$ cat src/rtl/gcr_pkg.sv
// Shared types and constants for the glyph character rounding unit.
// Used by gcr_scanline and glyph_character_rounding_unit; depends on nothing.
package gcr_pkg;

	// Glyph geometry: source glyph and the cell each source pixel becomes.
	localparam int GlyphRows = 10;
	localparam int GlyphCols = 6;
	localparam int CellW     = 4;
	localparam int CellH     = 3;
	localparam int Scanlines = GlyphRows * CellH;
	localparam int LineW     = GlyphCols * CellW;
	localparam int GlyphW    = GlyphRows * GlyphCols;
	localparam int IndexW    = $clog2(Scanlines);

	// Row window: one clear row above and below the glyph.
	localparam int WinRows = GlyphRows + 2;

	typedef logic [GlyphCols-1:0] row_t;
	typedef logic [LineW-1:0]     line_t;
	typedef logic [IndexW-1:0]    index_t;
	typedef logic [1:0]           sub_t;

	// Scanline position within a cell.
	localparam sub_t SubTop = 2'd0;
	localparam sub_t SubMid = 2'd1;
	localparam sub_t SubBot = 2'd2;

	localparam index_t LastLine = IndexW'(Scanlines - 1);

endpackage

$ cat src/rtl/gcr_scanline.sv
// Combinational scanline builder: turns a window of three glyph rows into one
// 24-pixel scanline with optional corner rounding. Depends on gcr_pkg.
module gcr_scanline
	import gcr_pkg::*;
(
	input  row_t  prev_row,
	input  row_t  cur_row,
	input  row_t  next_row,
	input  sub_t  sub,
	input  logic  round_en,
	output line_t pixels
);

	// Rows padded with a clear pixel at each side, so edge neighbours read as clear.
	logic [GlyphCols+1:0] prev_ext;
	logic [GlyphCols+1:0] cur_ext;
	logic [GlyphCols+1:0] next_ext;

	assign prev_ext = {1'b0, prev_row, 1'b0};
	assign cur_ext  = {1'b0, cur_row, 1'b0};
	assign next_ext = {1'b0, next_row, 1'b0};

	// Four-pixel pattern of one cell on the current scanline; leftmost pixel in bit 3.
	function automatic logic [CellW-1:0] cell_pattern(
		input logic centre,
		input logic n, input logic s, input logic w, input logic e,
		input logic nw, input logic ne, input logic se, input logic sw,
		input sub_t sl, input logic rnd
	);
		logic [CellW-1:0] fill;
		fill = '0;
		if (centre) begin
			fill = '1;
		end else if (rnd) begin
			unique case (sl)
				SubTop: begin
					if (n && w && !nw) fill = fill | 4'b1110;
					if (n && e && !ne) fill = fill | 4'b0111;
				end
				SubMid: begin
					if ((n && w && !nw) || (s && w && !sw)) fill = fill | 4'b1000;
					if ((n && e && !ne) || (s && e && !se)) fill = fill | 4'b0001;
				end
				SubBot: begin
					if (s && e && !se) fill = fill | 4'b0111;
					if (s && w && !sw) fill = fill | 4'b1110;
				end
				default: begin
					fill = '0;
				end
			endcase
		end
		return fill;
	endfunction

	// One cell per source column; column c sits at bit GlyphCols-c of the padded rows.
	for (genvar c = 0; c < GlyphCols; c++) begin : g_col
		localparam int P = GlyphCols - c;
		assign pixels[CellW*(GlyphCols-1-c) +: CellW] = cell_pattern(
			cur_ext[P],
			prev_ext[P], next_ext[P], cur_ext[P+1], cur_ext[P-1],
			prev_ext[P+1], prev_ext[P-1], next_ext[P-1], next_ext[P+1],
			sub, round_en);
	end

endmodule

$ cat src/rtl/glyph_character_rounding_unit.sv
// Top level of the glyph character rounding unit: input glyph register with
// row window, scanline sequencing and output word register. Depends on gcr_pkg, gcr_scanline.
//
//  Channel  Handshake                Payload
//  in       in_valid / in_stall      glyph_rows[59:0], is_alphanumeric
//  out      out_valid / out_stall    scanline_pixels[23:0], scanline_index[4:0], last_scanline
//  cfg      cfg_valid / cfg_ready    rounding_disable
//
// Each glyph gives 30 output words through the single output register, one per
// cycle unless the output stalls. The next glyph is taken in the cycle its
// predecessor's last scanline is issued, so glyphs follow one another with no
// gap. A stall on the output holds the word and freezes the sequence. Reset
// clears the sequencer, the output valid flag and the rounding_disable register;
// the window and payload registers are not reset.
module glyph_character_rounding_unit
	import gcr_pkg::*;
(
	input  logic                clk,
	input  logic                arst_n,
	input  logic                in_valid,
	output logic                in_stall,
	input  logic [GlyphW-1:0]   glyph_rows,
	input  logic                is_alphanumeric,
	output logic                out_valid,
	input  logic                out_stall,
	output logic [LineW-1:0]    scanline_pixels,
	output logic [IndexW-1:0]   scanline_index,
	output logic                last_scanline,
	input  logic                cfg_valid,
	output logic                cfg_ready,
	input  logic                rounding_disable
);

	logic   rounding_disable_q;
	logic   busy_s1;
	logic   round_s1;
	row_t   win_s1 [WinRows];
	sub_t   sub_s1;
	index_t line_s1;

	logic   out_valid_q;
	line_t  pixels_q;
	index_t index_q;
	logic   last_q;

	logic   load_out;
	logic   last_line;
	logic   in_acc;
	logic   row_done;
	line_t  line_pixels;

	// Configuration register; always ready.
	assign cfg_ready = 1'b1;

	always_ff @(posedge clk or negedge arst_n) begin
		if (!arst_n) begin
			rounding_disable_q <= 1'b0;
		end else if (cfg_valid && cfg_ready) begin
			rounding_disable_q <= rounding_disable;
		end
	end

	// Handshake control: a word moves to the output register when it is empty or draining.
	assign load_out  = busy_s1 && (!out_valid_q || !out_stall);
	assign last_line = (line_s1 == LastLine);
	assign row_done  = (sub_s1 == SubBot);
	assign in_stall  = busy_s1 && !(load_out && last_line);
	assign in_acc    = in_valid && !in_stall;

	// Sequencer state: busy flag, sub-scanline and scanline counters.
	always_ff @(posedge clk or negedge arst_n) begin
		if (!arst_n) begin
			busy_s1 <= 1'b0;
			sub_s1  <= SubTop;
			line_s1 <= '0;
		end else if (in_acc) begin
			busy_s1 <= 1'b1;
			sub_s1  <= SubTop;
			line_s1 <= '0;
		end else if (load_out) begin
			if (last_line) begin
				busy_s1 <= 1'b0;
			end
			sub_s1  <= row_done ? SubTop : sub_s1 + 2'd1;
			line_s1 <= line_s1 + IndexW'(1);
		end
	end

	// Row window: loaded with the glyph between two clear rows, shifted up one row
	// after the bottom scanline of each cell row.
	always_ff @(posedge clk) begin
		if (in_acc) begin
			round_s1   <= is_alphanumeric && !rounding_disable_q;
			win_s1[0]  <= '0;
			win_s1[WinRows-1] <= '0;
			for (int i = 0; i < GlyphRows; i++) begin
				win_s1[i+1] <= glyph_rows[GlyphCols*(GlyphRows-1-i) +: GlyphCols];
			end
		end else if (load_out && row_done) begin
			for (int i = 0; i < WinRows - 1; i++) begin
				win_s1[i] <= win_s1[i+1];
			end
			win_s1[WinRows-1] <= '0;
		end
	end

	gcr_scanline u_scanline (
		.prev_row (win_s1[0]),
		.cur_row  (win_s1[1]),
		.next_row (win_s1[2]),
		.sub      (sub_s1),
		.round_en (round_s1),
		.pixels   (line_pixels)
	);

	// Output word register.
	always_ff @(posedge clk or negedge arst_n) begin
		if (!arst_n) begin
			out_valid_q <= 1'b0;
		end else if (load_out) begin
			out_valid_q <= 1'b1;
		end else if (!out_stall) begin
			out_valid_q <= 1'b0;
		end
	end

	always_ff @(posedge clk) begin
		if (load_out) begin
			pixels_q <= line_pixels;
			index_q  <= line_s1;
			last_q   <= last_line;
		end
	end

	assign out_valid       = out_valid_q;
	assign scanline_pixels = pixels_q;
	assign scanline_index  = index_q;
	assign last_scanline   = last_q;

endmodule
$ cat config.mk
export PLATFORM = sky130hd
export DESIGN_NAME = glyph_character_rounding_unit
export DESIGN_NICKNAME = d
export VERILOG_FILES = /design/src/rtl/gcr_pkg.sv /design/src/rtl/gcr_scanline.sv /design/src/rtl/glyph_character_rounding_unit.sv
export SDC_FILE = /design/constraint.sdc
export NUM_CORES = 1
export LEC_CHECK = 0
export BUFFER_PORTS_ARGS = -buffer_cell sky130_fd_sc_hd__buf_2
export CAP_MARGIN = 20
export CELL_PAD_IN_SITES_DETAIL_PLACEMENT = 1
export CELL_PAD_IN_SITES_GLOBAL_PLACEMENT = 1
export CORE_MARGIN = 2
export CORE_UTILIZATION = 49
export CTS_BUF_LIST = sky130_fd_sc_hd__clkbuf_4 sky130_fd_sc_hd__clkbuf_8 sky130_fd_sc_hd__clkbuf_16
export CTS_CLUSTER_SIZE = 24
export DETAILED_ROUTE_END_ITERATION = 6
export PLACE_DENSITY_LB_ADDON = 0.1
export SLEW_MARGIN = 30
export SYNTH_ARGS = -nofsm -noshare
export SYNTH_HDL_FRONTEND = slang
export SYNTH_SLANG_ARGS = --single-unit
export TNS_END_PERCENT = 10
$ cat constraint.sdc
create_clock -name clk -period 10.1 [get_ports clk]
set_clock_uncertainty 0.1 [all_clocks]
set_input_delay 0.505 -clock clk [delete_from_list [all_inputs] [get_ports clk]]
set_output_delay 0.505 -clock clk [all_outputs]
set_load 0.02 [all_outputs]
==> After elaboration in Yosys (flattened, before gate mapping) <==
Memory sizes are Yosys's and may differ from the RTL's.
Index checks and enable logic that the tools add are counted.
{ "totals": {"reg_bits": 41, "mem_bits_rw": 72, "input_bits": 67, "output_inout_bits": 33, "elab_cells": 180, "memories": 1} }
{ "op_classes": {"add_sub_neg": 2, "eq_ne": 4, "n_mux": 69, "bitwise": 12, "reduce_logical": 78} }
{ "memory_table": {"columns": ["memory", "depth", "word_bits", "rd", "rd_clocked_by_memory_dff", "wr", "line", "source"], "rows": [
  ["win_s1", 12, 6, 12, 0, 12, "glyph_character_rounding_unit.sv:37", "row_t win_s1 [WinRows];"]
]} }
{ "op_table": {"columns": ["op", "n"], "rows": [
  ["$mux W4", 21],
  ["$mux W6", 12],
  ["$pmux W4 S3", 6],
  ["$logic_and A1 B1 Y1", 46],
  ["$mux W3", 10],
  ["$logic_not A1 Y1", 17],
  ["$mux W1", 15],
  ["$or A1 B1 Y1", 12],
  ["$logic_or A1 B1 Y1", 11],
  ["$mux W5", 2],
  ["$mux W2", 3],
  ["$add A5 B1 Y5 const B", 1],
  ["$eq A5 B5 Y1 const B", 1],
  ["$reduce_bool A2 Y1", 2],
  ["$add A2 B1 Y2 const B", 1],
  ["$eq A2 B1 Y1 const B", 1],
  ["$eq A2 B2 Y1 const B", 1],
  ["$logic_not A2 Y1", 1],
  ["$ne A2 B1 Y1 const B", 1],
  ["$reduce_and A2 Y1", 1]
]} }

==> Depth between registers and ports, before layout <==
Gate-level depths: netlist (run 1).
{ "logic_depth": {"word_depth": 11, "ltp_mapped": 8, "ltp_nobuf": 7} }

==> Modules after synthesis <==
Synthesis (run 1) repeated with hierarchy kept, for this count alone.
{ "unflattened": {"hier_cells": 337, "hier_area_um2": 5096.1} }
{ "by_module_without_submodules": {"columns": ["mod", "instances", "cells_per_inst", "area_each_um2", "seq_area_each_um2"], "rows": [
  ["glyph_character_rounding_unit", 1, 240, 4465.5, 3163.0],
  ["gcr_scanline", 1, 97, 630.6, 0.0]
]} }

==> Least setup slack after synthesis (run 1) <==
Ideal clock, no wire load.
{ "synth_timing": {"path_kind": "reg2reg", "startpoint": "register out_valid_q (netlist: out_valid)", "endpoint": "memory win_s1[0][0] (netlist bit), enable pin", "setup_time_ps": 426, "arrival_ps": 2687, "t_required_ps": 9574, "setup_slack_ps": 6887, "path_stages_with_launch": 4, "path_buffers": 0, "synth_period_minus_slack_ps": 3213, "path_cell_list": "dfrtp_1 a21boi_4 nand2_4 nand2_1"} }
{ "synth_lines": {"columns": ["element", "line", "source"], "rows": [
  ["start, declared", "glyph_character_rounding_unit.sv:41", "logic out_valid_q;"],
  ["start signal, assigned", "glyph_character_rounding_unit.sv:119", "out_valid_q <= 1'b0;"],
  ["start signal, assigned", "glyph_character_rounding_unit.sv:121", "out_valid_q <= 1'b1;"],
  ["start signal, assigned", "glyph_character_rounding_unit.sv:123", "out_valid_q <= 1'b0;"],
  ["end, declared", "glyph_character_rounding_unit.sv:37", null]
]} }

==> flow_metrics.tcl, run 1 <==
set metrics [dict create \
    power_w 0.00125 \
    cts_made_buffers 9 \
    rr_endpoint "win_s1[0][21]" \
    synth.top_cell.area_share 0.559 \
    yosys-top-cells-count "91 x edfxtp_1, 48 x mux2_4, 21 x nand2_1, 16 x nor2b_1, 15 x nand2b_1" \
    avgSynthCellArea_um2 15.1 \
    crit_family "simple AND/OR/NAND/NOR gates" \
    critPathKind "reg2reg" \
    worstPathArrival_ns 2.87 \
    synth.area.top_cells "edfxtp_1 56%, mux2_4 15%, dfrtp_1 5.1%" \
    grt_pass1_vias 3049 \
    r2r_start "sub_s1[1]" \
    num-fill-cells 1012 \
    cts_resized 0 \
    h-tree-depth 3 \
    hold_buffers 1 \
    grt_setup_unrepaired "no" \
    gp_routability_congestion 0.802 \
    num_rows 36 \
    grt_antenna_before_repair 0 \
    reg2reg_depth 5 \
    ys_types 47 \
    endpoint_kind "flip-flop" \
    drtPass1Iterations 4 \
    drt_iter0_drc 112 \
    status "completed" \
    port_buffers 98 \
    initial_core_util 0.502 \
    r2r_slack_ns 7.25 \
    cp_num_buf_inv 1 \
    die_w_um 104 \
    synth_edf_count 91 \
    cts_buffer_depth 2 \
    insertedDiodeCount 0 \
    power_leakage_nw 2.27 \
    ys_async_sr_fraction 0.0990 \
    area_delta_synth_final_pct 15.4 \
    syn_nets 393 \
    cp_slowest_cell "dfrtp_1" \
    synth-main-ff-cell "edfxtp_1" \
    hold_viol_final 0 \
    drv_slew 0 \
    critPathMaxFanout 60 \
    synth_most_common_cell "edfxtp_1" \
    ys_seq_area_frac 0.610 \
    hp-start "rounding_disable" \
    cts_root_buffer "clkbuf_8" \
    finalCriticalPeriod_ns 2.85 \
    yosys_register_bits 101 \
    hold_class "in2reg" \
    hpwl_um 6740 \
    maxCapViolCount 0 \
    clock.fmax_mhz 351 \
    routed_wl_um 9560 \
    synth_warnings 0 \
    power_density_nw_per_um2 222 \
    multi_input_area_um2 1700 \
    cts_tree "done" \
    drc 0 \
    hold_depth 2 \
    regArea_um2 2980 \
    ir_drop_v 0.000104 \
    ios 100 \
    post_drt_wl_per_cell_um 17.2 \
    grt_pass1_wl_um 15400 \
    whs_endpoint "rounding_disable_q" \
    grt.total_usage 0.184 \
    vias 2875 \
    cp_data_required_time_ns 10.12 \
    drive_gt1_frac 0.428 \
    worst_slew_pin_slew_ns 0.826 \
    grt-ovfl-total 0 \
    postCtsSetupBuffers 0 \
    crit_chain "nor2b_1, nand2_4, nor2_8, buf_6, mux2_4" \
    vias_per_cell 5.17 \
    slew_headroom 0.449 \
    dieArea_um2 10800 \
    layout_worst_path_cycle_share 0.282 \
    nets 487 \
    clkSinkCount 101 \
    postRouteAntennaNets 0 \
    synth_cells 324 \
    timing.setup.tns_ns 0 \
    cp-start-kind "flip-flop" \
    grt_max_degree 67 \
    syn_area_um2 4890 \
    finalSetupViolations 0 \
    core_area_um2 9730 \
    clk_latency_ns 0.36 \
    path_clk_slew_ns 0.09 \
    slowest_delay_ns 0.67 \
    yosys.area.top_type "edfxtp_1" \
    die_h_um 104 \
]
## logic make-up after synthesis
kind of cell,share of synthesized area
XOR/XNOR,0.00179
adder cells (fa/ha/maj),0.00512
flip-flops,0.610
AO/OA/AOI/OAI,0.0712
other,0.000768
buffers and inverters,0.0430
AND/OR/NAND/NOR,0.102
multiplexers,0.166
## routing by layer
| layer | global-route usage | up-vias | wire length (um) |
|---|---|---|---|
| met5 | 0 | - | 0 |
| met4 | 0.0637 | 0 | 137 |
| met3 | 0.0514 | 10 | 496 |
| met2 | 0.320 | 73 | 4980 |
| met1 | 0.219 | 1406 | 3940 |
| li1 | - | 1386 | - |
## worst max-delay path by stage
stage          depth (start not counted)  slack [ns]      start             to
6_report                               5        7.25  sub_s1[1]  win_s1[0][21]
5_1_grt                                5        7.11  sub_s1[1]  win_s1[0][17]
4_1_cts                                5        6.95    busy_s1  win_s1[0][17]
3_5_place_dp                           6        6.90  out_stall  win_s1[0][21]
3_3_place_gp                           6        7.00  out_stall  win_s1[0][19]
2_1_floorplan                          3        6.89  out_valid   win_s1[0][0]
## worst reg2reg max path: stages, from the launching register on
cell	delay, ns
dfrtp_1	0.67
nor2b_1	0.64
nand2_4	0.14
nor2_8	0.11
buf_6	0.52
mux2_4	0.43
## cells in the final DEF, fill, tap and decap left out, types with 2 or more instances in the layout
cell type,instances
a21o_1,13
a21oi_1,7
a31o_2,2
a32o_1,2
a32oi_1,2
and2_1,8
buf_2,98
bufinv_16,2
clkbuf_8,9
clkinvlp_4,2
dfrtp_1,10
edfxtp_1,91
ha_1,2
inv_1,6
mux2_2,7
mux2_4,48
nand2_1,20
nand2_2,2
nand2b_1,15
nand3_1,7
nor2_1,6
nor2b_1,16
nor3_1,3
o21ai_0,10
o22ai_1,6
## layout make-up
cell class | count | share of cell area
clock inverter | 6 | 0.0169
sequential | 101 | 0.529
clock buffer | 10 | 0.0233
inverter | 6 | 0.00399
multi-input combinational | 198 | 0.301
timing repair buffer | 102 | 0.0969
tap | 133 | 0.0295
## stage by stage
stage / cells / setup WS, ns / utilization / area, um^2 / hold WS [ns]
finish: 556 / 7.25 / 0.580 / 5640 / 0.272
global route: 556 / 7.11 / 0.580 / 5640 / 0.260
CTS: 555 / 6.95 / 0.577 / 5610 / 0.246
detailed placement: 538 / 6.90 / 0.552 / 5370 / 0.288
global placement: 538 / 7.00 / 0.552 / 5370 / 0.286
floorplan: 324 / 6.89 / - / 4890 / 0.109
## flip-flops by register name, indices dropped and copies added (netlist names)
signal	count
busy_s1	1
last_scanline	1
line_s1	5
out_valid	1
round_s1	1
rounding_disable_q	1
scanline_index	5
scanline_pixels	18
sub_s1	2
win_s1	66
## where the power goes
| group | leakage, nW | switching (W) | total [W] | internal (W) |
|---|---|---|---|---|
| clock | 0.108 | 0.000142 | 0.000287 | 0.000145 |
| combinational | 1.20 | 0.000177 | 0.000329 | 0.000152 |
| sequential | 0.961 | 0.0000648 | 0.000635 | 0.000570 |
(Power assumes the default switching activity.)
==> inputs of run 2 (changes only) <==
ABC_AREA = 1   (was not set)
CORE_UTILIZATION = 38   (was 49)
clock period = 2.4 ns   (was 10.1 ns; I/O delays follow)
==> flow_metrics.tcl, run 2 <==
set metrics [dict create \
    maxCapViolCount 0 \
    hold_buffers 58 \
    cts_root_buffer "clkbuf_16" \
    cp_data_required_time_ns 2.40 \
    grt_pass1_vias 3820 \
    status "completed" \
    cts_buffer_depth 2 \
    h-tree-depth 3 \
    dpl_cell_area_um2 5220 \
    num_rows 40 \
    ys_seq_area_frac 0.641 \
    drive_gt1_frac 0.212 \
    synth-main-ff-cell "edfxtp_1" \
    clk_latency_ns 0.35 \
    core_area_um2 12000 \
    clkSinkCount 101 \
    vias_per_cell 4.85 \
    gp_routability_congestion 0.771 \
    insertedDiodeCount 0 \
    cts_resized 0 \
    hpwl_um 7070 \
    route.met2.wl_um 5620 \
    post_drt_wl_per_cell_um 14.5 \
    maxUsedRoutingLayer "met4" \
    yosys.area.top_type "edfxtp_1" \
    drt_iter0_drc 156 \
    layout_commonest_cell "nand2_1" \
    final_cell_mix "179 x nand2_1, 98 x buf_2, 91 x edfxtp_1" \
    drv_slew 0 \
    fin_util 0.506 \
    top_register "win_s1" \
    synth_cells 461 \
    dieArea_um2 13200 \
    num-fill-cells 1355 \
    initial_core_util 0.388 \
    hold_viol_final 0 \
    avgSynthCellArea_um2 10.1 \
    postRouteAntennaNets 0 \
    synth_edf_count 91 \
    ys_async_sr_fraction 0.0990 \
    worstPathArrival_ns 2.10 \
    grt_setup_unrepaired "no" \
    yosys_register_bits 101 \
    grt_pass1_wl_um 18400 \
    timing.hold.ws_ns 0.00751 \
    area_delta_synth_final_pct 30.5 \
    path_clk_slew_ns 0.07 \
    routed_wl_um 11100 \
    layout_worst_path_cycle_share 0.876 \
    vias 3683 \
    critPathKind "reg2reg" \
    synth.top_cell.area_share 0.587 \
    cp-start-kind "flip-flop" \
    timing.setup.tns_ns 0 \
    hold_class "in2reg" \
    ir_drop_v 0.000374 \
    grt.total_usage 0.180 \
    worst_slew_pin_slew_ns 0.552 \
    syn_area_um2 4660 \
    die_h_um 115 \
    design_area_um2 6080 \
    grt-ovfl-total 0 \
    wl_met1_um 4950 \
    drtPass1Iterations 5 \
    finalSetupViolations 0 \
    die_w_um 115 \
    grt_max_degree 55 \
    postCtsSetupBuffers 0 \
    yosys-top-cells-count "181 x nand2_1, 91 x edfxtp_1, 64 x nand3_1, 23 x inv_1, 21 x nor2_1" \
    synth_most_common_cell "nand2_1" \
    synth_warnings 0 \
    ios 100 \
    clock.fmax_mhz 476 \
    slew_headroom 0.632 \
    synth.area.top_cells "edfxtp_1 59%, nand2_1 15%, nand3_1 6.9%" \
    critPathMaxFanout 54 \
    finalCriticalPeriod_ns 2.10 \
    grt_antenna_before_repair 0 \
    power_w 0.00664 \
    routed-wl-met3_um 298 \
    drc 0 \
    port_buffers 98 \
    endpoint_kind "flip-flop" \
    power_leakage_nw 2.72 \
    power_density_nw_per_um2 1090 \
    syn_nets 530 \
    cts_made_buffers 9 \
    nets 677 \
    largest_reg_flops 66 \
    ys_types 28 \
    cts_tree "done" \
]
-- run 2: layout make-up --
type / instances / area, um^2 / area share
Sequential cell: 101 / 2980 / 0.491
Tap cell: 147 / 184 / 0.0303
Clock buffer: 9 / 225 / 0.0370
Timing Repair Buffer: 164 / 1160 / 0.190
Inverter: 25 / 93.8 / 0.0154
Multi-Input combinational cell: 307 / 1380 / 0.227
Clock inverter: 7 / 56.3 / 0.00926
-- run 2: path summary, 6_finish.rpt --
| check | startpoint | to | slack (ns) | cells after the start |
|---|---|---|---|---|
| setup / recovery | line_s1[0] | win_s1[0][38] | 0.30 | 9 |
| hold / removal | is_alphanumeric | round_s1 | 0.008 | 3 |
| setup reg to reg | line_s1[0] | win_s1[0][38] | 0.30 | 9 |
| hold reg to reg | line_s1[1] | scanline_index[1] | 0.38 | 0 |
| max in group asynchronous | arst_n | out_valid | 1.90 | 2 |
| min in group asynchronous | arst_n | busy_s1 | 0.08 | 2 |
-- run 2: kinds of logic (layout without fill, tap and decap cells) --
family,count (synthesis),count (layout),share of synthesized area
buffers and inverters,53,205,0.0666
AND/OR/NAND/NOR,275,275,0.246
adder cells (fa/ha/maj),2,2,0.00537
other,1,1,0.000805
flip-flops,101,101,0.641
multiplexers,1,1,0.00242
XOR/XNOR,1,1,0.00188
AO/OA/AOI/OAI,27,27,0.0360
-- run 2: per-stage QoR --
step / worst slack [ns] / instances
6_report: 0.298 / 760
5_1_grt: 0.0674 / 760
4_1_cts: 0.275 / 760
3_5_place_dp: 0.310 / 686
3_3_place_gp: 0.349 / 686
2_1_floorplan: 0.0152 / 461
-- run 2: worst max-delay path, stage by stage, from the launching register on --
cell	delay, ns
dfrtp_1	0.44
ha_1	0.22
nand2_1	0.08
nor2_2	0.05
nand2_1	0.06
nand2_2	0.08
nand2_4	0.20
nand2_4	0.36
nand2_1	0.19
nand2_1	0.07
-- run 2: power breakdown --
| group | internal [W] | switching, W | leakage (nW) | total (W) |
|---|---|---|---|---|
| combinational | 0.000704 | 0.00144 | 1.60 | 0.00215 |
| sequential | 0.00278 | 0.000289 | 0.975 | 0.00307 |
| clock | 0.000792 | 0.000622 | 0.141 | 0.00141 |
| total | 0.00428 | 0.00236 | 2.72 | 0.00664 |
-- run 2: metal layers --
metal,GRT usage,up-vias
li1,-,1836
met1,0.218,1768
met2,0.319,68
met3,0.0286,11
met4,0.0747,0
met5,0,-
==> inputs of run 3 (changes only) <==
BUFFER_PORTS_ARGS = not set   (was -buffer_cell sky130_fd_sc_hd__buf_2)
CORE_MARGIN = not set   (was 2)
CORE_UTILIZATION = 48   (was 38)
DONT_BUFFER_PORTS = 1   (was not set)
clock period = 1.95 ns   (was 2.4 ns; I/O delays follow)
==> flow_metrics.tcl, run 3 (synthesized netlist as in run 2, its figures left out) <==
set metrics [dict create \
    p_switching_w 0.00322 \
    fin_ws_ns -0.102 \
    dieArea_um2 10100 \
    endpoint_kind "flip-flop" \
    slew_headroom 0.657 \
    grt_antenna_before_repair 2 \
    cts_tree "done" \
    power_w 0.00839 \
    cp_slowest_cell "dfrtp_1" \
    core_area_um2 9330 \
    power_density_nw_per_um2 1390 \
    switching_share 0.383 \
    post_drt_wl_per_cell_um 20.4 \
    cts_buffer_depth 2 \
    largest_reg_flops 66 \
    grt_max_degree 39 \
    final_cell_mix "177 x nand2_1, 91 x edfxtp_1, 66 x dlygate4sd3_1" \
    p_int_w 0.00518 \
    worstPathArrival_ns 2.13 \
    die_w_um 101 \
    crit_family "simple AND/OR/NAND/NOR gates" \
    cp_num_buf_inv 3 \
    dp.cells 577 \
    drv_slew 0 \
    ios 100 \
    layout_commonest_cell "nand2_1" \
    drc 0 \
    finalCriticalPeriod_ns 2.05 \
    p_comb_frac 0.321 \
    layout_worst_path_cycle_share 1.05 \
    power_frac_clock 0.167 \
    routed_wl_um 13900 \
    fin_cells 680 \
    die_h_um 101 \
    critPathMaxFanout 26 \
    h-tree-depth 3 \
    gp_routability_congestion 0.816 \
    ir_drop_v 0.000549 \
    seqPwrFrac 0.512 \
    vias_per_cell 5.47 \
    cp_data_required_time_ns 2.03 \
    worst_slew_pin_slew_ns 0.513 \
    slowest_delay_ns 0.42 \
    area_delta_synth_final_pct 29.8 \
    drive_gt1_frac 0.138 \
    maxCapViolCount 0 \
    port_buffers 0 \
    path_clk_slew_ns 0.11 \
    power_leakage_nw 2.53 \
    num_rows 35 \
    critPathKind "reg2reg" \
    drtPass1Iterations 4 \
    grt_setup_unrepaired "yes" \
    violations "setup timing" \
    hold_viol_final 0 \
    clock.fmax_mhz 487 \
    postRouteAntennaNets 0 \
    vias 3718 \
    clkSinkCount 101 \
    cts_root_buffer "clkbuf_8" \
    hpwl_um 6620 \
    clk_latency_ns 0.37 \
    finalSetupViolations 100 \
    cts_made_buffers 9 \
    initial_core_util 0.499 \
    grt_pass1_vias 3604 \
    grt_pass1_wl_um 18000 \
    cp-start-kind "flip-flop" \
    grt-ovfl-total 0 \
    hold_class "in2async" \
    crit_chain "inv_2, ha_4, nand2_2, nor2_2, nand2_1, nand2_4, nand2_8, buf_4, buf_12, a21boi_0" \
    status "finished with violations" \
    grt.total_usage 0.237 \
    top_register "win_s1" \
    nets 613 \
    drt_iter0_drc 172 \
]
-- run 3: changes by cell type in the layout (fill, tap and decap cells not counted), moves of 3 or more --
| cell | previous run | this run |
|---|---|---|
| clkbuf_16 | 9 | 4 |
| clkbuf_8 | 0 | 9 |
| dlygate4sd3_1 | 58 | 66 |
| nand3_1 | 64 | 54 |
| buf_4 | 6 | 17 |
| buf_2 | 98 | 0 |
| buf_12 | 2 | 10 |
| clkinv_4 | 0 | 3 |
| clkinv_1 | 4 | 0 |
| nand3_2 | 0 | 10 |
| buf_6 | 0 | 3 |
-- run 3: path summary, 6_finish.rpt --
path | startpoint | to | slack (ns) | cells past startpoint
hold / removal | arst_n | rounding_disable_q | 0.03 | 1
max in group asynchronous | arst_n | out_valid | 1.36 | 1
setup reg to reg | line_s1[1] | win_s1[0][64] | -0.10 | 10
setup / recovery | line_s1[1] | win_s1[0][64] | -0.10 | 10
min in group clk | cfg_valid | rounding_disable_q | 0.34 | 2
hold reg to reg | win_s1[0][11] | scanline_pixels[23] | 0.39 | 0
-- run 3: power by group through the flow --
stage	Sequential [W]	Combinational (W)	Clock, W
after global placement	0.00424	0.00192	0
after global routing	0.00439	0.00294	0.00147
final	0.00430	0.00269	0.00140
after floorplan	0.00410	0.00158	0
after detailed placement	0.00427	0.00199	0
after CTS	0.00423	0.00211	0.00139
-- run 3: per-stage QoR --
| step | cell area (um^2) | setup TNS, ns | worst slack [ns] | utilization | hold WS (ns) |
|---|---|---|---|---|---|
| floorplan | 4690 | -27.22 | -0.412 | - | -0.298 |
| global placement | 4820 | 0 | 0.0943 | 0.517 | -0.298 |
| detailed placement | 4820 | -0.0163 | -0.00810 | 0.517 | -0.298 |
| CTS | 5690 | -0.00468 | -0.00245 | 0.610 | 0.00789 |
| global route | 6040 | -13.30 | -0.169 | 0.648 | 0.0360 |
| finish | 6040 | -2.15 | -0.102 | 0.648 | 0.0270 |
-- run 3: area by class of cell --
cell class / count / area [um^2]
fill: 978 / 3280
sequential: 101 / 2980
multi-input combinational: 307 / 1480
timing repair buffer: 100 / 1120
tap: 129 / 161
clock buffer: 11 / 139
inverter: 25 / 95.1
clock inverter: 5 / 61.3
antenna: 2 / 5.00
-- run 3: per-layer routing --
layer / global-route usage / part of all wire / wire (um) / up-vias
met4: 0.0747 / 0.019 / 259 / 0
met2: 0.427 / 0.54 / 7440 / 143
met5: 0 / 0 / 0 / -
li1: - / - / - / 1708
met1: 0.283 / 0.40 / 5520 / 1846
met3: 0.0485 / 0.045 / 629 / 21
-- run 3: what timing repair did --
item,CTS,global route
pin swaps,0,2
hold buffers,66,0
gates resized for setup,2,21
hold endpoints to repair,80,0
setup endpoints to repair,18,122
cloned,0,6
buffers inserted,0,13
-- run 3: worst reg2reg max path, stage by stage (launching register included) --
cell	delay, ns
dfrtp_1	0.42
inv_2	0.10
ha_4	0.13
nand2_2	0.04
nor2_2	0.16
nand2_1	0.12
nand2_4	0.11
nand2_8	0.08
buf_4	0.17
buf_12	0.16
a21boi_0	0.28
